File: config.mk
export PLATFORM = sky130hd
export DESIGN_NAME = doip_diag_response_parser
export DESIGN_NICKNAME = d
export VERILOG_FILES = /design/src/rtl/doip_pkg.sv /design/src/rtl/doip_front.sv /design/src/rtl/doip_queue.sv /design/src/rtl/doip_back.sv /design/src/rtl/doip_diag_response_parser.sv
export SDC_FILE = /design/constraint.sdc
export NUM_CORES = 1
export LEC_CHECK = 0
export BUFFER_PORTS_ARGS = -buffer_cell sky130_fd_sc_hd__buf_2
export CORE_MARGIN = 2
export CORE_UTILIZATION = 60
export CTS_BUF_LIST = sky130_fd_sc_hd__clkbuf_16
export CTS_CLUSTER_DIAMETER = 40
export DETAILED_ROUTE_END_ITERATION = 8
export MAX_ROUTING_LAYER = met4
export PLACE_DENSITY = 0.77
export SYNTH_ARGS = -nofsm -noshare
export SYNTH_HDL_FRONTEND = slang
export SYNTH_SLANG_ARGS = --single-unit
export TNS_END_PERCENT = 1
File: constraint.sdc
create_clock -name clk -period 10.5 [get_ports clk]
set_clock_uncertainty 0.2 [all_clocks]
set_input_delay 0.525 -clock clk [delete_from_list [all_inputs] [get_ports clk]]
set_output_delay 0.525 -clock clk [all_outputs]
set_load 0.02 [all_outputs]
File: src/rtl/doip_pkg.sv
// shared types and constants for the doip diagnostic response parser
package doip_pkg;

  // frame layout
  localparam int HDR_BYTES = 8;
  localparam int MAX_PAYLOAD_DEF = 32;
  localparam int QUEUE_DEPTH_DEF = 4;

  // header and response constants
  localparam logic [7:0]  PROTO_VERSION = 8'h02;
  localparam logic [7:0]  PROTO_INVERSE = 8'hFD;
  localparam logic [15:0] DIAG_MSG_TYPE = 16'h8001;
  localparam logic [7:0]  UDS_RDBI_POS = 8'h62;

  // reset values of the configuration registers
  localparam logic [15:0] LOCAL_ADDR_RST = 16'h0B00;
  localparam logic [15:0] PEER_ADDR_RST  = 16'h0E00;
  localparam logic [15:0] DID_RST        = 16'hF191;

  // fahrenheit conversion: x / 5 as (x * RECIP5) >> RECIP5_SHIFT, then one correction
  localparam int          CONV_W       = 20;
  localparam int          RECIP5_SHIFT = 22;
  localparam logic [19:0] RECIP5       = 20'd838860;
  localparam logic [19:0] F_OFFSET     = 20'd162;

  typedef enum logic [2:0] {
    ST_OK          = 3'd0,
    ST_BAD_VERSION = 3'd1,
    ST_BAD_TYPE    = 3'd2,
    ST_BAD_LENGTH  = 3'd3,
    ST_NO_MATCH    = 3'd4
  } status_t;

  typedef enum logic [1:0] {
    CFG_FAHRENHEIT = 2'd0,
    CFG_LOCAL_ADDR = 2'd1,
    CFG_PEER_ADDR  = 2'd2,
    CFG_DID        = 2'd3
  } cfg_index_t;

  // one classified frame result on its way to the back end
  typedef struct packed {
    status_t     status;
    logic [15:0] temp;
    logic        fahr;
  } doip_entry_t;

  // configuration seen by the front end
  typedef struct packed {
    logic        fahrenheit_mode;
    logic [15:0] local_address;
    logic [15:0] peer_address;
    logic [15:0] data_identifier;
  } doip_cfg_t;

endpackage

File: src/rtl/doip_front.sv
// byte parser: header and payload checks, one classified result per frame
module doip_front import doip_pkg::*; #(
  parameter int MAX_PAYLOAD = MAX_PAYLOAD_DEF
) (
  input  logic        clk,
  input  logic        rst,
  input  doip_cfg_t   cfg,
  input  logic        accept,
  input  logic [7:0]  rx_byte,
  output logic        push,
  output doip_entry_t push_entry
);

  logic [8:0]  byte_position;
  logic        header_ok;
  logic [15:0] type_accum;
  logic [31:0] length_accum;
  logic        match_ok;
  logic [15:0] temp_accum;

  logic [8:0]  byte_position_next;
  logic        header_ok_next;
  logic [15:0] type_accum_next;
  logic [31:0] length_accum_next;
  logic        match_ok_next;
  logic [15:0] temp_accum_next;

  logic        in_header;
  logic [8:0]  pay_pos;
  logic [31:0] len_full;
  logic [7:0]  expect_byte;
  logic        check_byte;
  logic        match_now;
  logic [15:0] temp_now;
  logic        frame_end;
  logic        restart;

  assign in_header = byte_position < 9'(HDR_BYTES);
  assign pay_pos   = byte_position - 9'(HDR_BYTES);
  assign len_full  = {length_accum[23:0], rx_byte};

  // expected payload byte for the address and response fields
  always_comb begin
    expect_byte = 8'h00;
    check_byte  = 1'b1;
    case (pay_pos)
      9'd0: expect_byte = cfg.peer_address[15:8];
      9'd1: expect_byte = cfg.peer_address[7:0];
      9'd2: expect_byte = cfg.local_address[15:8];
      9'd3: expect_byte = cfg.local_address[7:0];
      9'd4: expect_byte = UDS_RDBI_POS;
      9'd5: expect_byte = cfg.data_identifier[15:8];
      9'd6: expect_byte = cfg.data_identifier[7:0];
      default: check_byte = 1'b0;
    endcase
  end

  assign match_now = match_ok && !(check_byte && (rx_byte != expect_byte));
  assign temp_now  = (pay_pos == 9'd7 || pay_pos == 9'd8) ?
                     {temp_accum[7:0], rx_byte} : temp_accum;
  assign frame_end = !in_header &&
                     ({1'b0, byte_position} >= (10'(length_accum[7:0]) + 10'd7));

  always_comb begin
    push               = 1'b0;
    push_entry.status  = ST_OK;
    push_entry.temp    = 16'h0000;
    push_entry.fahr    = 1'b0;
    restart            = 1'b0;
    byte_position_next = byte_position + 9'd1;
    header_ok_next     = header_ok;
    type_accum_next    = type_accum;
    length_accum_next  = length_accum;
    match_ok_next      = match_ok;
    temp_accum_next    = temp_accum;

    if (in_header) begin
      if (byte_position == 9'd0 && rx_byte != PROTO_VERSION) header_ok_next = 1'b0;
      if (byte_position == 9'd1 && rx_byte != PROTO_INVERSE) header_ok_next = 1'b0;
      if (byte_position == 9'd2 || byte_position == 9'd3) begin
        type_accum_next = {type_accum[7:0], rx_byte};
      end
      if (byte_position >= 9'd4) length_accum_next = len_full;
      if (byte_position == 9'(HDR_BYTES - 1)) begin
        if (!header_ok) begin
          push              = 1'b1;
          push_entry.status = ST_BAD_VERSION;
        end else if (type_accum != DIAG_MSG_TYPE) begin
          push              = 1'b1;
          push_entry.status = ST_BAD_TYPE;
        end else if (len_full < 32'd4 || len_full > 32'(MAX_PAYLOAD)) begin
          push              = 1'b1;
          push_entry.status = ST_BAD_LENGTH;
        end
        restart = push;
      end
    end else begin
      match_ok_next   = match_now;
      temp_accum_next = temp_now;
      if (frame_end) begin
        push    = 1'b1;
        restart = 1'b1;
        if (match_now && length_accum[7:0] >= 8'd9) begin
          push_entry.status = ST_OK;
          push_entry.temp   = temp_now;
          push_entry.fahr   = cfg.fahrenheit_mode;
        end else begin
          push_entry.status = ST_NO_MATCH;
        end
      end
    end

    if (restart) begin
      byte_position_next = 9'd0;
      header_ok_next     = 1'b1;
      type_accum_next    = 16'h0000;
      length_accum_next  = 32'h0000_0000;
      match_ok_next      = 1'b1;
      temp_accum_next    = 16'h0000;
    end

    if (!accept) push = 1'b0;
  end

  always_ff @(posedge clk) begin
    if (rst) begin
      byte_position <= 9'd0;
      header_ok     <= 1'b1;
      type_accum    <= 16'h0000;
      length_accum  <= 32'h0000_0000;
      match_ok      <= 1'b1;
      temp_accum    <= 16'h0000;
    end else if (accept) begin
      byte_position <= byte_position_next;
      header_ok     <= header_ok_next;
      type_accum    <= type_accum_next;
      length_accum  <= length_accum_next;
      match_ok      <= match_ok_next;
      temp_accum    <= temp_accum_next;
    end
  end

endmodule

File: src/rtl/doip_queue.sv
// short result queue between the parser and the conversion pipeline
module doip_queue import doip_pkg::*; #(
  parameter int DEPTH = QUEUE_DEPTH_DEF
) (
  input  logic        clk,
  input  logic        rst,
  input  logic        push,
  input  doip_entry_t push_entry,
  input  logic        pop,
  output doip_entry_t head,
  output logic        empty,
  output logic        full
);

  localparam int PTR_W = (DEPTH > 1) ? $clog2(DEPTH) : 1;
  localparam int CNT_W = $clog2(DEPTH + 1);

  doip_entry_t slots [DEPTH];
  logic [PTR_W-1:0] wr_ptr;
  logic [PTR_W-1:0] rd_ptr;
  logic [CNT_W-1:0] count;

  assign head  = slots[rd_ptr];
  assign empty = (count == '0);
  assign full  = (count == CNT_W'(DEPTH));

  always_ff @(posedge clk) begin
    if (push) slots[wr_ptr] <= push_entry;
  end

  always_ff @(posedge clk) begin
    if (rst) begin
      wr_ptr <= '0;
      rd_ptr <= '0;
      count  <= '0;
    end else begin
      if (push) begin
        wr_ptr <= (wr_ptr == PTR_W'(DEPTH - 1)) ? '0 : wr_ptr + PTR_W'(1);
      end
      if (pop) begin
        rd_ptr <= (rd_ptr == PTR_W'(DEPTH - 1)) ? '0 : rd_ptr + PTR_W'(1);
      end
      if (push && !pop) count <= count + CNT_W'(1);
      else if (!push && pop) count <= count - CNT_W'(1);
    end
  end

endmodule

File: src/rtl/doip_back.sv
// three-stage result pipeline with fahrenheit conversion and output register
module doip_back import doip_pkg::*; (
  input  logic        clk,
  input  logic        rst,
  input  doip_entry_t head,
  input  logic        empty,
  output logic        pop,
  output logic        out_valid,
  input  logic        out_stall,
  output logic [2:0]  status,
  output logic [16:0] temperature,
  output logic        in_fahrenheit
);

  logic advance;

  // stage a: 9t + 162
  logic              a_valid;
  doip_entry_t       a_entry;
  logic [CONV_W-1:0] a_x;

  // stage b: quotient estimate
  logic              b_valid;
  doip_entry_t       b_entry;
  logic [CONV_W-1:0] b_x;
  logic [16:0]       b_q;

  logic [CONV_W-1:0]   x_calc;
  logic [2*CONV_W-1:0] prod;
  logic [CONV_W-1:0]   rem;
  logic [16:0]         q_fix;

  assign advance = !out_valid || !out_stall;
  assign pop     = advance && !empty;

  assign x_calc = {1'b0, head.temp, 3'b000} + CONV_W'(head.temp) + F_OFFSET;
  assign prod   = (2*CONV_W)'(a_x) * (2*CONV_W)'(RECIP5);
  // estimate is the quotient or one short of it
  assign rem    = b_x - ({3'b000, b_q} + {1'b0, b_q, 2'b00});
  assign q_fix  = (rem >= CONV_W'(5)) ? b_q + 17'd1 : b_q;

  always_ff @(posedge clk) begin
    if (rst) begin
      a_valid   <= 1'b0;
      b_valid   <= 1'b0;
      out_valid <= 1'b0;
    end else if (advance) begin
      a_valid   <= pop;
      b_valid   <= a_valid;
      out_valid <= b_valid;
    end
  end

  always_ff @(posedge clk) begin
    if (advance) begin
      a_entry       <= head;
      a_x           <= x_calc;
      b_entry       <= a_entry;
      b_x           <= a_x;
      b_q           <= prod[RECIP5_SHIFT +: 17];
      status        <= b_entry.status;
      in_fahrenheit <= b_entry.fahr;
      temperature   <= b_entry.fahr ? q_fix : {1'b0, b_entry.temp};
    end
  end

endmodule

File: src/rtl/doip_diag_response_parser.sv
// top level of the doip diagnostic response parser
//
// takes a received doip stream one byte per beat and checks the 8-byte header
// (version 0x02, inverse 0xfd, payload type 0x8001, length 4 to MAX_PAYLOAD),
// then the payload: source address against peer_address, target address
// against local_address, a 0x62 positive response and the data_identifier,
// followed by a 16-bit big-endian temperature. one result beat comes out per
// frame: status 0 with the temperature (fahrenheit as floor((9t+162)/5) when
// fahrenheit_mode is set, sampled at the frame's last byte), status 4 when the
// response does not match or is shorter than 9 payload bytes, or status 1, 2 or
// 3 at the eighth header byte for a bad version, type or length, after which
// parsing restarts at a new header. fields other than status read 0 unless the
// status is 0. a byte is taken every cycle while in_stall is low. the parser
// and the conversion pipeline are joined by a QUEUE_DEPTH-entry result queue,
// and in_stall rises only when that queue is full, i.e. when out_stall has held
// results back for a while. configuration is written through cfg_write,
// cfg_index and cfg_data and should only change between frames.
module doip_diag_response_parser import doip_pkg::*; #(
  parameter int MAX_PAYLOAD = MAX_PAYLOAD_DEF,
  parameter int QUEUE_DEPTH = QUEUE_DEPTH_DEF
) (
  input  logic        clk,
  input  logic        rst,
  // configuration write port
  input  logic        cfg_write,
  input  logic [1:0]  cfg_index,
  input  logic [15:0] cfg_data,
  // byte input channel
  input  logic        in_valid,
  output logic        in_stall,
  input  logic [7:0]  rx_byte,
  // result channel
  output logic        out_valid,
  input  logic        out_stall,
  output logic [2:0]  status,
  output logic [16:0] temperature,
  output logic        in_fahrenheit
);

  doip_cfg_t   cfg;
  logic        accept;
  logic        push;
  doip_entry_t push_entry;
  logic        pop;
  doip_entry_t head;
  logic        empty;
  logic        full;

  // configuration registers
  always_ff @(posedge clk) begin
    if (rst) begin
      cfg.fahrenheit_mode <= 1'b0;
      cfg.local_address   <= LOCAL_ADDR_RST;
      cfg.peer_address    <= PEER_ADDR_RST;
      cfg.data_identifier <= DID_RST;
    end else if (cfg_write) begin
      case (cfg_index_t'(cfg_index))
        CFG_FAHRENHEIT: cfg.fahrenheit_mode <= cfg_data[0];
        CFG_LOCAL_ADDR: cfg.local_address   <= cfg_data;
        CFG_PEER_ADDR:  cfg.peer_address    <= cfg_data;
        CFG_DID:        cfg.data_identifier <= cfg_data;
        default: ;
      endcase
    end
  end

  // a byte can always be taken unless its result might find the queue full
  assign in_stall = full;
  assign accept   = in_valid && !in_stall;

  // front: byte parsing and classification
  doip_front #(
    .MAX_PAYLOAD (MAX_PAYLOAD)
  ) u_front (
    .clk        (clk),
    .rst        (rst),
    .cfg        (cfg),
    .accept     (accept),
    .rx_byte    (rx_byte),
    .push       (push),
    .push_entry (push_entry)
  );

  // result queue decoupling the parser from the output side
  doip_queue #(
    .DEPTH (QUEUE_DEPTH)
  ) u_queue (
    .clk        (clk),
    .rst        (rst),
    .push       (push),
    .push_entry (push_entry),
    .pop        (pop),
    .head       (head),
    .empty      (empty),
    .full       (full)
  );

  // back: conversion pipeline and output register
  doip_back u_back (
    .clk           (clk),
    .rst           (rst),
    .head          (head),
    .empty         (empty),
    .pop           (pop),
    .out_valid     (out_valid),
    .out_stall     (out_stall),
    .status        (status),
    .temperature   (temperature),
    .in_fahrenheit (in_fahrenheit)
  );

endmodule

==> results.md <==
- Area delta synth->final: 10.7%
- Hold Path Class: in -> reg
- Ports: 54
- H-tree depth: 2
- Global-route usage over all layers: 0.285
- Initial antenna violation count: 0
- Die X: ~190 um
- Vias in the first global route: around 15k
- Crit path launch type: flip-flop
- Iteration-0 DRC Markers: approximately 900
- Final Max Slew Viols: 0
- Status: complete, no violations
- PortBufs: 53
- Synth area leaders: edfxtp_1, ha_1, fa_1
- Worst-path maximum fanout: 7
- Core Footprint: ~35,000 um2
- RSZ-0062 raised after global routing: no
- FP Rows: 68
- Layout Nets: approximately 2.4k
- CTS root buf: clkbuf_16
- Vias: ~15k
- WP data required: around 11 ns
- Mapped Area: 21,300 um2
- First-pass GRT wire length: just under 80,000 um
- Post-synth top area cell: edfxtp_1
- Routed Antenna Nets: 0
- Worst Setup Path Type: reg -> reg
- Wire length per cell: about 19 um
- Total negative setup slack: 0 ns
- N_diodes: 0
- Total routed wirelength: 49,100 um
- Setup bufs post-CTS: 0
- Max_cap viols: 0
- Sequential element share of the synthesized area: 0.397
- Drt drc: 0
- Die ar.: about 37,000 um2
- Vias/cell: 5.80
- Number of stages on the worst setup path: 20
- Clock transition at the registers of the reported paths: approximately 0.060 ns
- Setup ws final: roughly 3.7 ns
- Worst Path Arrival: between 6 and 7 ns
- Syn avg cell area: around 11 um2
- Worst path cell trace: ha_1 -> xor2_1 -> ha_1 -> fa_1 -> fa_1 -> fa_1 -> inv_1 -> fa_1 -> inv_1 -> ha_1 -> a21oi_1 -> a21oi_1 -> a211oi_1 -> a21oi_1 -> o211a_1 -> o311a_1 -> o21ai_0 -> a21oi_1 -> nor4_1 -> nor3_1
- Highest Clock Rate: around 0.15 GHz
- Slew HR: 0.199
- Crit path time final: approximately 6.8 ns
- Period utilization: 0.645
- Share of post-route cells with drive strength above 1: 0.0851
- Clock buffer count from CTS: between 40 and 50
- HPWL after detailed placement: ~37,000 um
- CP max stage delay: ~0.54 ns
- Clk sinks: about 320
- Drt pass-1 iters: 5
- Setup WS pre-CTS: 3.69 ns
- Post-synth EDFFs: approximately 200
- GRT overflow: 0
- Cell with the most instances after synthesis: inv_1
- Yosys reg bits: 324
- Synth cell types: 76
- Cell family with most CP delay: adder cells
- Top FF cell, synth: edfxtp_1
- Clock buffer depth: 3
- Pin count of the biggest net entering global routing: between 100 and 150
- Syn Nets: between 2k and 2.5k
- Synth Warn #: 0
- Chip height: 192 um
- CTS tree: done
- Hold path depth: 3
- Gpl congestion: 0.959
- Crit path buf inv count: 2
- Setup Viol. Count Final: 0
- Clock Latency Late Sink: between 0.5 and 0.6 ns
- Initial Util: 0.613
- Endpoint class of the critical path: flip-flop
- Least-Margin Pin Slew: around 1.2 ns
- Async SR Flop Fraction: 0
- Reg2Reg Depth: 20
- Worst path slowest cell: fa_1
- Synth top area share: 0.277
- Post-synth top cells: inv_1, ha_1, edfxtp_1
- Final hold vios: 0
- Synthesized instance count: about 2k
## registers in the layout, indices dropped and copies added, names as in the netlist, 17 cells and up, named ones only
name / cells
u_back.b_entry: 19
u_back.a_x: 20
u_back.b_x: 20
u_front.length_accum: 24
u_back.b_q: 17
u_back.temperature: 17
cfg: 49
u_back.a_entry: 19
u_queue.slots: 80
## area by class of cell
cell class              count  area, um2
repair buffers             71        435
clock inverters            36        384
inverters                 268       1010
well taps                 455        569
multi-input cells        1346      11600
flip-flops and latches    324       8450
fillers                  2624      11200
clock buffers              46       1150
## worst paths after layout
path,end,start,slack (ns)
setup / recovery,u_back.b_q[16]$_DFFE_PP_,u_back.a_x[2]$_DFFE_PP_,3.73
hold / removal,cfg[43]$_SDFFE_PP1P_,cfg_data[11],0.03
hold reg to reg,u_back.status[1]$_DFFE_PP_,u_back.b_entry[18]$_DFFE_PP_,0.22
setup reg to reg,u_back.b_q[16]$_DFFE_PP_,u_back.a_x[2]$_DFFE_PP_,3.73
## worst min-delay path, stage by stage
cell	delay, ns
buf_2	0.12
nand2_1	0.05
nand3b_1	0.07
## cells in the final DEF (no fill, tap or decap), drive strengths merged, types with 6 or more instances in the layout
cell         count
inv            283
ha             226
edfxtp         196
nand2          195
a21oi          149
fa             135
dfxtp          128
nor2           114
nand3           73
buf             58
xnor2           54
clkbuf          46
o21ai           39
xor2            28
mux2i           26
nor3            24
a22oi           23
a21o            20
mux4            20
nor4            19
nand2b          17
nand3b          15
nand4           14
and2            14
nor2b           13
dlygate4sd3     13
clkinv          13
and3            12
or2              8
a31oi            7
or4              6
o21a             6
o211ai           6
mux2             6
a222oi           6
a211oi           6
## routing by layer
metal  part of all wire  wire (um)  GRT usage  vias up
met4              0.037       1800      0.109        0
met2               0.51      25100      0.498      393
met1               0.40      19800      0.335     7227
met3              0.049       2390     0.0409      109
met5                  0          0          -        -
li1                   -          -          -     7036
## logic make-up (layout without fill, tap and decap cells)
| logic type | count (synthesis) | count (layout) | synth area share |
|---|---|---|---|
| adders and majority gates | 361 | 361 | 0.260 |
| and+or+nand+nor | 545 | 545 | 0.122 |
| muxes | 52 | 52 | 0.0366 |
| DFF | 324 | 324 | 0.397 |
| xor gates and xnor gates | 82 | 82 | 0.0338 |
| AOI/OAI and AO/OA | 306 | 306 | 0.0908 |
| buffers and inverters | 335 | 421 | 0.0598 |
## stage by stage
step	hold slack (ns)	instances	cell area (um2)	util
2_1_floorplan	0.200	2005	21300	-
3_3_place_gp	0.201	2451	21900	0.631
3_5_place_dp	0.205	2451	21900	0.631
4_1_cts	0.00192	2546	23600	0.679
5_1_grt	0.0257	2546	23600	0.679
6_report	0.0266	2546	23600	0.679
## repair_timing
action | in CTS | in global routing
endpoints found under the hold margin | 30 | 0
endpoints found under the setup margin | 0 | 0
gates resized for setup | 0 | 0
hold buffers | 13 | 0
Power is not shown: default switching activity piles up to over one toggle a cycle in this logic, so the estimate is an artifact.
